==> src/rtl/core/y2r_pkg.sv <==
// shared widths, register codes and helpers for the yuyv to rgb converter
`timescale 1ns / 1ps

package y2r_pkg;

	// field widths
	localparam int PIX_W     = 8;
	localparam int GAIN_W    = 16;
	localparam int UNORM_W   = 16;
	localparam int CFG_IDX_W = 3;

	// centered luma and chroma widths
	localparam int LUMA_C_W   = PIX_W + 1;
	localparam int CHROMA_C_W = PIX_W;

	// product and sum widths
	localparam int LPROD_W = GAIN_W + LUMA_C_W;
	localparam int CPROD_W = GAIN_W + CHROMA_C_W;
	localparam int SUM_W   = LPROD_W + 2;

	// clamp and scale widths
	localparam int FRAC_W   = 12;
	localparam int CLAMP_W  = 20;
	localparam int SCALE_W  = CLAMP_W + 9;
	localparam int SCALED_W = SCALE_W - FRAC_W;

	// register stages from request accept to result
	localparam int PIPE_DEPTH = 4;

	// luma black level
	localparam logic [LUMA_C_W-1:0] LUMA_OFFSET = LUMA_C_W'(16);

	// 255.0 in q.12
	localparam logic signed [SUM_W-1:0] Q12_TOP = SUM_W'(255 * 4096);
	localparam logic [SCALE_W-1:0] ROUND_HALF = SCALE_W'(1 << (FRAC_W - 1));

	// configuration register indexes
	typedef enum logic [CFG_IDX_W-1:0] {
		REG_GAIN_LUMA         = 3'd0,
		REG_GAIN_RED_FROM_V   = 3'd1,
		REG_GAIN_GREEN_FROM_V = 3'd2,
		REG_GAIN_GREEN_FROM_U = 3'd3,
		REG_GAIN_BLUE_FROM_U  = 3'd4
	} cfg_reg_t;

	// bt.601 defaults in q4.12
	localparam logic signed [GAIN_W-1:0] GAIN_LUMA_RST         = 16'sd4768;
	localparam logic signed [GAIN_W-1:0] GAIN_RED_FROM_V_RST   = 16'sd6537;
	localparam logic signed [GAIN_W-1:0] GAIN_GREEN_FROM_V_RST = -16'sd3330;
	localparam logic signed [GAIN_W-1:0] GAIN_GREEN_FROM_U_RST = -16'sd1606;
	localparam logic signed [GAIN_W-1:0] GAIN_BLUE_FROM_U_RST  = 16'sd8263;

	// clamp a q.12 channel sum to 0..255 and map to 16-bit normalized
	function automatic logic [UNORM_W-1:0] to_unorm16(input logic signed [SUM_W-1:0] sum);
		logic [CLAMP_W-1:0]  x;
		logic [SCALE_W-1:0]  scaled;
		logic [SCALED_W-1:0] q;
		if (sum[SUM_W-1]) begin
			x = '0;
		end else if (sum > Q12_TOP) begin
			x = Q12_TOP[CLAMP_W-1:0];
		end else begin
			x = sum[CLAMP_W-1:0];
		end
		// x*257 as shift and add, then round half up
		scaled = SCALE_W'({x, 8'h00}) + SCALE_W'(x) + ROUND_HALF;
		q = scaled[SCALE_W-1:FRAC_W];
		if (q[SCALED_W-1]) begin
			return '1;
		end
		return q[UNORM_W-1:0];
	endfunction

endpackage

==> src/rtl/core/y2r_ifs.sv <==
// request channel interfaces for the yuyv to rgb converter
`timescale 1ns / 1ps

// one yuyv macropixel per request
interface y2r_in_if;
	import y2r_pkg::*;

	logic             valid;
	logic             ready;
	logic [PIX_W-1:0] luma_first;
	logic [PIX_W-1:0] chroma_u;
	logic [PIX_W-1:0] luma_second;
	logic [PIX_W-1:0] chroma_v;
	logic             frame_last;

	modport source (
		output valid, luma_first, chroma_u, luma_second, chroma_v, frame_last,
		input  ready
	);
	modport sink (
		input  valid, luma_first, chroma_u, luma_second, chroma_v, frame_last,
		output ready
	);
endinterface

// two rgb pixels per request
interface y2r_out_if;
	import y2r_pkg::*;

	logic               valid;
	logic               ready;
	logic [UNORM_W-1:0] red_first;
	logic [UNORM_W-1:0] green_first;
	logic [UNORM_W-1:0] blue_first;
	logic [UNORM_W-1:0] red_second;
	logic [UNORM_W-1:0] green_second;
	logic [UNORM_W-1:0] blue_second;
	logic               last_out;

	modport source (
		output valid, red_first, green_first, blue_first,
		       red_second, green_second, blue_second, last_out,
		input  ready
	);
	modport sink (
		input  valid, red_first, green_first, blue_first,
		       red_second, green_second, blue_second, last_out,
		output ready
	);
endinterface

==> src/rtl/core/yuyv_to_rgb_converter.sv <==
// yuyv 4:2:2 to 16-bit normalized rgb converter, four-stage pipeline
//
//   channel     dir   handshake     payload
//   pixel_in    in    valid/ready   luma_first, chroma_u, luma_second, chroma_v, frame_last
//   pixel_out   out   valid/ready   rgb of both pixels (16 bits each), last_out
//   cfg         in    cfg_wr_en     cfg_index, cfg_wr_data (five q4.12 gains)
//
// one request per cycle while the output is not stalled; a result passes through the
// input, product, sum and clamp/scale register stages in that order.
// reset loads the bt.601 gains and empties the pipeline.
// each stage holds only while the stage after it is full and blocked, so bubbles
// close up and a request can be taken while a result waits, if any stage is empty.
`timescale 1ns / 1ps

module yuyv_to_rgb_converter (
	input  logic                         clk,
	input  logic                         arst_n,
	input  logic                         cfg_wr_en,
	input  logic [y2r_pkg::CFG_IDX_W-1:0] cfg_index,
	input  logic [y2r_pkg::GAIN_W-1:0]    cfg_wr_data,
	y2r_in_if.sink                       pixel_in,
	y2r_out_if.source                    pixel_out
);
	import y2r_pkg::*;

	// gain registers
	logic signed [GAIN_W-1:0] gain_luma_q;
	logic signed [GAIN_W-1:0] gain_red_from_v_q;
	logic signed [GAIN_W-1:0] gain_green_from_v_q;
	logic signed [GAIN_W-1:0] gain_green_from_u_q;
	logic signed [GAIN_W-1:0] gain_blue_from_u_q;

	// stage valids and stage readies
	logic valid_s1, valid_s2, valid_s3, valid_s4;
	logic rdy_s1, rdy_s2, rdy_s3, rdy_s4;

	// stage 1: centered inputs
	logic signed [LUMA_C_W-1:0]   luma0_s1, luma1_s1;
	logic signed [CHROMA_C_W-1:0] cu_s1, cv_s1;
	logic                         last_s1;

	// stage 2: products
	logic signed [LPROD_W-1:0] lum0_s2, lum1_s2;
	logic signed [CPROD_W-1:0] rv_s2, gv_s2, gu_s2, bu_s2;
	logic                      last_s2;

	// stage 3: channel sums
	logic signed [SUM_W-1:0] r0_s3, g0_s3, b0_s3, r1_s3, g1_s3, b1_s3;
	logic                    last_s3;

	// stage 4: output register
	logic [UNORM_W-1:0] red_first_s4, green_first_s4, blue_first_s4;
	logic [UNORM_W-1:0] red_second_s4, green_second_s4, blue_second_s4;
	logic               last_s4;

	// configuration writes, unknown indexes ignored
	always_ff @(posedge clk or negedge arst_n) begin
		if (!arst_n) begin
			gain_luma_q         <= GAIN_LUMA_RST;
			gain_red_from_v_q   <= GAIN_RED_FROM_V_RST;
			gain_green_from_v_q <= GAIN_GREEN_FROM_V_RST;
			gain_green_from_u_q <= GAIN_GREEN_FROM_U_RST;
			gain_blue_from_u_q  <= GAIN_BLUE_FROM_U_RST;
		end else if (cfg_wr_en) begin
			case (cfg_reg_t'(cfg_index))
				REG_GAIN_LUMA:         gain_luma_q         <= cfg_wr_data;
				REG_GAIN_RED_FROM_V:   gain_red_from_v_q   <= cfg_wr_data;
				REG_GAIN_GREEN_FROM_V: gain_green_from_v_q <= cfg_wr_data;
				REG_GAIN_GREEN_FROM_U: gain_green_from_u_q <= cfg_wr_data;
				REG_GAIN_BLUE_FROM_U:  gain_blue_from_u_q  <= cfg_wr_data;
				default: ;
			endcase
		end
	end

	// a stage may load when empty or when its content moves on
	assign rdy_s4 = !valid_s4 || pixel_out.ready;
	assign rdy_s3 = !valid_s3 || rdy_s4;
	assign rdy_s2 = !valid_s2 || rdy_s3;
	assign rdy_s1 = !valid_s1 || rdy_s2;
	assign pixel_in.ready = rdy_s1;

	// stage valids
	always_ff @(posedge clk or negedge arst_n) begin
		if (!arst_n) begin
			valid_s1 <= 1'b0;
			valid_s2 <= 1'b0;
			valid_s3 <= 1'b0;
			valid_s4 <= 1'b0;
		end else begin
			if (rdy_s1) valid_s1 <= pixel_in.valid;
			if (rdy_s2) valid_s2 <= valid_s1;
			if (rdy_s3) valid_s3 <= valid_s2;
			if (rdy_s4) valid_s4 <= valid_s3;
		end
	end

	// stage 1: register and center luma and chroma
	always_ff @(posedge clk) begin
		if (rdy_s1 && pixel_in.valid) begin
			luma0_s1 <= {1'b0, pixel_in.luma_first} - LUMA_OFFSET;
			luma1_s1 <= {1'b0, pixel_in.luma_second} - LUMA_OFFSET;
			cu_s1    <= {~pixel_in.chroma_u[PIX_W-1], pixel_in.chroma_u[PIX_W-2:0]};
			cv_s1    <= {~pixel_in.chroma_v[PIX_W-1], pixel_in.chroma_v[PIX_W-2:0]};
			last_s1  <= pixel_in.frame_last;
		end
	end

	// stage 2: gain products, chroma terms shared by both pixels
	always_ff @(posedge clk) begin
		if (rdy_s2 && valid_s1) begin
			lum0_s2 <= LPROD_W'(gain_luma_q) * LPROD_W'(luma0_s1);
			lum1_s2 <= LPROD_W'(gain_luma_q) * LPROD_W'(luma1_s1);
			rv_s2   <= CPROD_W'(gain_red_from_v_q) * CPROD_W'(cv_s1);
			gv_s2   <= CPROD_W'(gain_green_from_v_q) * CPROD_W'(cv_s1);
			gu_s2   <= CPROD_W'(gain_green_from_u_q) * CPROD_W'(cu_s1);
			bu_s2   <= CPROD_W'(gain_blue_from_u_q) * CPROD_W'(cu_s1);
			last_s2 <= last_s1;
		end
	end

	// stage 3: q.12 channel sums
	always_ff @(posedge clk) begin
		if (rdy_s3 && valid_s2) begin
			r0_s3   <= SUM_W'(lum0_s2) + SUM_W'(rv_s2);
			g0_s3   <= SUM_W'(lum0_s2) + SUM_W'(gv_s2) + SUM_W'(gu_s2);
			b0_s3   <= SUM_W'(lum0_s2) + SUM_W'(bu_s2);
			r1_s3   <= SUM_W'(lum1_s2) + SUM_W'(rv_s2);
			g1_s3   <= SUM_W'(lum1_s2) + SUM_W'(gv_s2) + SUM_W'(gu_s2);
			b1_s3   <= SUM_W'(lum1_s2) + SUM_W'(bu_s2);
			last_s3 <= last_s2;
		end
	end

	// stage 4: clamp and scale into the output register
	always_ff @(posedge clk) begin
		if (rdy_s4 && valid_s3) begin
			red_first_s4    <= to_unorm16(r0_s3);
			green_first_s4  <= to_unorm16(g0_s3);
			blue_first_s4   <= to_unorm16(b0_s3);
			red_second_s4   <= to_unorm16(r1_s3);
			green_second_s4 <= to_unorm16(g1_s3);
			blue_second_s4  <= to_unorm16(b1_s3);
			last_s4         <= last_s3;
		end
	end

	// result channel
	assign pixel_out.valid        = valid_s4;
	assign pixel_out.red_first    = red_first_s4;
	assign pixel_out.green_first  = green_first_s4;
	assign pixel_out.blue_first   = blue_first_s4;
	assign pixel_out.red_second   = red_second_s4;
	assign pixel_out.green_second = green_second_s4;
	assign pixel_out.blue_second  = blue_second_s4;
	assign pixel_out.last_out     = last_s4;

endmodule

==> src/flat_wrapper.sv <==
// flat-port wrapper written by rule: the top's interface ports become plain ports
module yuyv_to_rgb_converter_flat import y2r_pkg::*;
  (clk, arst_n, cfg_wr_en, cfg_index, cfg_wr_data, pixel_in_valid, pixel_in_luma_first, pixel_in_chroma_u, pixel_in_luma_second, pixel_in_chroma_v, pixel_in_frame_last, pixel_in_ready, pixel_out_valid, pixel_out_red_first, pixel_out_green_first, pixel_out_blue_first, pixel_out_red_second, pixel_out_green_second, pixel_out_blue_second, pixel_out_last_out, pixel_out_ready);
  y2r_in_if pixel_in_i ();
  y2r_out_if pixel_out_i ();
  input  logic clk;
  input  logic arst_n;
  input  logic cfg_wr_en;
  input  logic [y2r_pkg::CFG_IDX_W-1:0] cfg_index;
  input  logic [y2r_pkg::GAIN_W-1:0] cfg_wr_data;
  input wire logic [$bits(pixel_in_i.valid)-1:0] pixel_in_valid;
  input wire logic [$bits(pixel_in_i.luma_first)-1:0] pixel_in_luma_first;
  input wire logic [$bits(pixel_in_i.chroma_u)-1:0] pixel_in_chroma_u;
  input wire logic [$bits(pixel_in_i.luma_second)-1:0] pixel_in_luma_second;
  input wire logic [$bits(pixel_in_i.chroma_v)-1:0] pixel_in_chroma_v;
  input wire logic [$bits(pixel_in_i.frame_last)-1:0] pixel_in_frame_last;
  output wire logic [$bits(pixel_in_i.ready)-1:0] pixel_in_ready;
  output wire logic [$bits(pixel_out_i.valid)-1:0] pixel_out_valid;
  output wire logic [$bits(pixel_out_i.red_first)-1:0] pixel_out_red_first;
  output wire logic [$bits(pixel_out_i.green_first)-1:0] pixel_out_green_first;
  output wire logic [$bits(pixel_out_i.blue_first)-1:0] pixel_out_blue_first;
  output wire logic [$bits(pixel_out_i.red_second)-1:0] pixel_out_red_second;
  output wire logic [$bits(pixel_out_i.green_second)-1:0] pixel_out_green_second;
  output wire logic [$bits(pixel_out_i.blue_second)-1:0] pixel_out_blue_second;
  output wire logic [$bits(pixel_out_i.last_out)-1:0] pixel_out_last_out;
  input wire logic [$bits(pixel_out_i.ready)-1:0] pixel_out_ready;
  assign pixel_in_i.valid = pixel_in_valid;
  assign pixel_in_i.luma_first = pixel_in_luma_first;
  assign pixel_in_i.chroma_u = pixel_in_chroma_u;
  assign pixel_in_i.luma_second = pixel_in_luma_second;
  assign pixel_in_i.chroma_v = pixel_in_chroma_v;
  assign pixel_in_i.frame_last = pixel_in_frame_last;
  assign pixel_in_ready = pixel_in_i.ready;
  assign pixel_out_valid = pixel_out_i.valid;
  assign pixel_out_red_first = pixel_out_i.red_first;
  assign pixel_out_green_first = pixel_out_i.green_first;
  assign pixel_out_blue_first = pixel_out_i.blue_first;
  assign pixel_out_red_second = pixel_out_i.red_second;
  assign pixel_out_green_second = pixel_out_i.green_second;
  assign pixel_out_blue_second = pixel_out_i.blue_second;
  assign pixel_out_last_out = pixel_out_i.last_out;
  assign pixel_out_i.ready = pixel_out_ready;
  yuyv_to_rgb_converter u_core (.clk(clk), .arst_n(arst_n), .cfg_wr_en(cfg_wr_en), .cfg_index(cfg_index), .cfg_wr_data(cfg_wr_data), .pixel_in(pixel_in_i), .pixel_out(pixel_out_i));
endmodule
==> config.mk <==
export PLATFORM = sky130hd
export DESIGN_NAME = yuyv_to_rgb_converter_flat
export DESIGN_NICKNAME = d
export VERILOG_FILES = /design/src/rtl/core/y2r_pkg.sv /design/src/rtl/core/y2r_ifs.sv /design/src/rtl/core/yuyv_to_rgb_converter.sv /design/src/flat_wrapper.sv
export SDC_FILE = /design/constraint.sdc
export NUM_CORES = 2
export LEC_CHECK = 0
export ABC_AREA = 1
export BUFFER_PORTS_ARGS = -buffer_cell sky130_fd_sc_hd__buf_2
export CAP_MARGIN = 15
export CORE_UTILIZATION = 35
export CTS_CLUSTER_DIAMETER = 80
export DETAILED_ROUTE_END_ITERATION = 16
export MAX_ROUTING_LAYER = met4
export SLEW_MARGIN = 20
export SYNTH_ARGS = -nofsm -noshare
export SYNTH_HDL_FRONTEND = slang
export SYNTH_SLANG_ARGS = --single-unit
==> constraint.sdc <==
create_clock -name clk -period 9.9 [get_ports clk]
set_input_delay 2.97 -clock clk [delete_from_list [all_inputs] [get_ports clk]]
set_output_delay 2.97 -clock clk [all_outputs]
set_load 0.005 [all_outputs]
### Word-level counts from Yosys, hierarchy flattened

Index checks and enable logic that the tools add are counted.

* bitwise gates (word level): 2
* add/sub/neg operators: 22
* multipliers: 6
* reductions and logical operators: 18
* shift-type cells: 0
* equal/unequal tests: 4
* magnitude comparators: 6
* multiplexer cells: 42
* div/mod/pow operators: 0

Operators with widths (count)
* 20-bit two-way mux: 18
* 16-bit two-way mux: 12
* 28-bit by 20-bit adder with 29-bit output: 6
* 29-bit by 12-bit adder with 29-bit output (second input constant): 6
* 27-bit by 21-bit greater-than comparator with 1-bit output (second input constant): 6
* 25-bit by 24-bit adder with 26-bit output: 6
* 16-bit by 8-bit multiplier with 24-bit output: 4
* 26-bit by 24-bit adder with 27-bit output: 2
* 16-bit by 9-bit multiplier with 25-bit output: 2
* 8-bit by 5-bit subtractor with 9-bit output (second input constant): 2
* 1-bit two-way mux: 12
* 2-bit AND reduction: 5
* 3-bit by 2-bit == test with 1-bit output (second input constant): 2
* 1-bit logical AND: 4
* 1-bit zero test: 4
* 1-bit logical OR: 4
* 3-bit by 1-bit == test with 1-bit output (second input constant): 1
* 3-bit == test (second input constant): 1
* 3-bit zero test: 1
* 1-bit inverter: 2

* word-level logic and storage cells: 135
* input port bits: 57
* bits in latches: 0
* bits in registers: 526
* RAM bits: 0
* ROM bits: 0
* memories: 0

### Longest topological paths before layout

* depth in word-level cells: 9
* mapped depth: 26
* mapped depth without buffers: 24

### Worst setup path after synthesis

OpenSTA, ideal clock, no wires.

* path type: input to register
* from: input pixel_out_ready
* to: register u_core.blue_first_s4[0], in the netlist u_core.pixel_out.blue_first[0] (enable)
* data arrival time: 7093 ps
* buffers on the path: 0
* slack: 2251 ps
* required time: 9344 ps
* cell stages on the path: 2
* path through: nor2_1 > nor2_1

* longest elaborated chain between the ends: 2

Ends and longest elaborated chain
* from (decl): line flat_wrapper.sv:26 `input wire logic [$bits(pixel_out_i.ready)-1:0] pixel_out_ready;`
* 1-bit logical OR: line yuyv_to_rgb_converter.sv:77 `assign rdy_s4 = !valid_s4 || pixel_out.ready;`
* 1-bit logical AND: line yuyv_to_rgb_converter.sv:137 `if (rdy_s4 && valid_s3) begin`
* to (signal assigned): line yuyv_to_rgb_converter.sv:140 `blue_first_s4 <= to_unorm16(b0_s3);`
* to (decl): line yuyv_to_rgb_converter.sv:52 `logic [UNORM_W-1:0] red_first_s4, green_first_s4, blue_first_s4;`

Every way passes these cells.
A chain may end at the register's enable or synchronous reset.

### Worst setup path in the final report

* from: input pixel_out_ready
* to: output pixel_in_ready

* longest elaborated chain between the ends: 4

Ends and longest elaborated chain
* 1-bit logical OR: line yuyv_to_rgb_converter.sv:77
* 1-bit logical OR: line yuyv_to_rgb_converter.sv:78 `assign rdy_s3 = !valid_s3 || rdy_s4;`
* 1-bit logical OR: line yuyv_to_rgb_converter.sv:79 `assign rdy_s2 = !valid_s2 || rdy_s3;`
* 1-bit logical OR: line yuyv_to_rgb_converter.sv:80 `assign rdy_s1 = !valid_s1 || rdy_s2;`
* to (decl): line flat_wrapper.sv:17 `output wire logic [$bits(pixel_in_i.ready)-1:0] pixel_in_ready;`

Every way passes these cells.

==> results.yml <==
logic_synthesis:
  synth-simple-area-share_pct: 16.92
  synth_ff_type: "edfxtp_1"
  synth-adder-area-share_pct: 34.55
  syn_area_um2: 61480
  synth_area_per_cell_um2: 8.313
  yosys_warnings: 0
  synth_edf_count: 438
  seq_area_frac_synth_pct: 24.89
  synthXorXnorAreaFrac_pct: 4.388
  synth_compound_area_share_pct: 7.194
  syn_nets: 8726
  synthTopCellsByCount: "inv_1, nand2_1, fa_1"
  synth_top_family_by_area: "adder cells"
  synthArstFlopShare_pct: 16.09
  muxShareOfSynthArea_pct: 0
  synth_area_leaders: "fa_1, edfxtp_1, ha_1"
  synth_top_cell_by_area: "fa_1"
  synth_seq_cells: 522
  post-synth-top-count-cell: "inv_1"
  yosys.area.top_type_share_pct: 22.99
  synth_cell_types: 57
  syn_inst: 7395
timing:
  setup_tns_ns: 0
  finalCritPeriodShare_pct: 71.71
  max_freq_mhz: 140.9
  rsz0062_at_grt: "false"
  finalClockSkew_ns: 0.05987
  finalSetupViolations: 0
  worstMarginPinSlew_ns: 1.037
  period_minus_slack_ns: 7.100
  drv_slew: 0
  hold_viol: 0
  slew_headroom_pct: 30.89
final_layout:
  syn_to_final_growth_pct: 8.959
  fill_cells: 17676
  nets: 8768
  n_antenna_cell: 0
  multi_input_area_um2: 38780
  seq_area_um2: 15300
  layout-drive-gt1-share_pct: 5.882
place:
  hpwl_um: 139400
  gp_congestion: 0.9589
  port_buffers: 155
cts:
  cts_tree: "done"
  clk_pin_slew_worst_paths_ns: 0.06
  ctsHoldBuffers: 0
  cts_root_buf: "clkbuf_16"
  clk_latency_ns: 0.72
  numClockSinks: 522
  post_cts_buffers: 0
  cts_buffers: 73
  htree_levels: 3
  cts_max_path_buffers: 3
  post_cts_resized: 0
floorplanning:
  dieArea_um2: 177300
  die_width_um: 421.1
  core-area_um2: 174200
  rows: 153
  ios: 156
  die_y_um: 421.1
  start_util_pct: 35.29
run_status:
  status: "completed"
critical_path:
  cp_max_fo: 3
  arrival_ns: 4.13
  reg2reg_slack_ns: 4.33
  crit_required_ns: 6.93
  rr_endpoint: "u_core.lum1_s2[23]$_DFFE_PP_"
  critPathCaptureType: "output port"
  cp-startpoint: "pixel_out_ready"
  crit_end: "pixel_in_ready"
  reg2reg_from: "u_core.gain_luma_q[15]$_DFFE_PN0P_"
  r2r_cells: 15
  start_kind: "primary input"
  worstSetupPathType: "in -> out"
route:
  drc: 0
  vias: 47087
  totalWireLength_um: 170200
  dr.pass1.iters: 8
  wl_per_cell_um: 17.33
  dr.first_iter.drc_count: 3062
  via_per_inst: 4.794
  detail-route-antenna-nets: 0
global_route:
  grt_start_max_net_pins: 84
  gr-usage-all-layers_pct: 19.76
  grt_overflow: 0
  antenna_found_initial: 5
  grt_pass1_wl_um: 266700
  grt_pass1_vias: 46986
min_path:
  hp-class: "reg -> reg"
  min-delay-start: "u_core.last_s2$_DFFE_PP_"
flow_run:
  drv_cap: 0
-- how the worst min path moves through the flow --
stage | endpoint | slack, ns | cells past startpoint
after floorplan | u_core.last_s2$_DFFE_PP_ | 0.40 | 0
after global placement | u_core.last_s3$_DFFE_PP_ | 0.41 | 0
after detailed placement | u_core.last_s3$_DFFE_PP_ | 0.41 | 0
after CTS | u_core.last_s3$_DFFE_PP_ | 0.43 | 0
after global routing | u_core.last_s3$_DFFE_PP_ | 0.44 | 0
final | u_core.last_s3$_DFFE_PP_ | 0.43 | 0
-- placed cells by master, fill, tap and decap left out, types with 28 or more instances in the layout --
| master | netlist | routed |
|---|---|---|
| buf_4 | 7 | 28 |
| nor2_1 | 418 | 416 |
| a21oi_1 | 357 | 357 |
| fa_1 | 706 | 706 |
| nand3_1 | 243 | 242 |
| nor3_1 | 56 | 56 |
| nand4_1 | 53 | 53 |
| dfstp_2 | 38 | 38 |
| nand2_1 | 1665 | 1665 |
| o21ai_0 | 234 | 234 |
| edfxtp_1 | 438 | 438 |
| xnor2_1 | 110 | 110 |
| a21o_1 | 34 | 34 |
| dfrtp_1 | 46 | 46 |
| xor2_1 | 198 | 198 |
| ha_1 | 568 | 568 |
| buf_2 | 4 | 154 |
| o21ai_1 | 30 | 30 |
| clkbuf_16 | 0 | 75 |
| inv_1 | 1722 | 1720 |
-- through the flow --
| step | instances | area, um^2 | hold slack (ns) | setup WS (ns) | utilization (%) |
|---|---|---|---|---|---|
| after global placement | 9687 | 64520 | 0.4141 | 2.586 | 37.04 |
| after global routing | 9823 | 66990 | 0.4377 | 2.624 | 38.45 |
| after CTS | 9823 | 66990 | 0.4331 | 2.754 | 38.45 |
| after floorplan | 7395 | 61480 | 0.4003 | 2.251 | - |
| after detailed placement | 9687 | 64530 | 0.4099 | 2.760 | 37.04 |
| final | 9823 | 66990 | 0.4327 | 2.801 | 38.45 |
-- final cells by class --
cell class                 instances  area share [%]
tap                             2325           4.343
multi-input combinational       4914           57.89
sequential                       522           22.84
clock buffer                      82           2.841
clock inverter                    54          0.8256
timing repair buffer             182           1.464
inverter                        1744           9.788
-- kinds of logic (layout without fill, tap and decap cells) --
| logic type | count (synthesis) | after routing |
|---|---|---|
| flops | 522 | 522 |
| xor+xnor | 308 | 308 |
| fa+ha+maj | 1274 | 1274 |
| compound gates | 789 | 789 |
| buf+inv | 1959 | 2062 |
| simple gates | 2543 | 2543 |
-- per-layer routing --
| metal | wire length (um) | vias up | GRT usage, % |
|---|---|---|---|
| met3 | 8905 | 263 | 2.374 |
| met2 | 78320 | 1229 | 31.35 |
| li1 | - | 22910 | - |
| met5 | 0 | - | - |
| met1 | 76970 | 22685 | 26.04 |
| met4 | 6015 | 0 | 6.945 |
-- registers in the layout (all words and copies together), names as in the netlist, 25 cells and up --
register / cells
u_core.r1_s3: 26
u_core.g1_s3: 27
u_core.lum0_s2: 25
u_core.r0_s3: 26
u_core.b0_s3: 26
u_core.lum1_s2: 25
u_core.g0_s3: 27
u_core.b1_s3: 26
-- worst max-delay path, cell delays in order --
cell and delay [ns]:
buf_2 0.10, nor2_1 0.22, inv_1 0.09, nor2_1 0.10
inv_1 0.07, nor2_1 0.08, inv_1 0.07, nor2_1 0.20
inv_1 0.09, buf_2 0.13
Power is not shown: default switching activity piles up to over one toggle a cycle in this logic, so the estimate is an artifact.
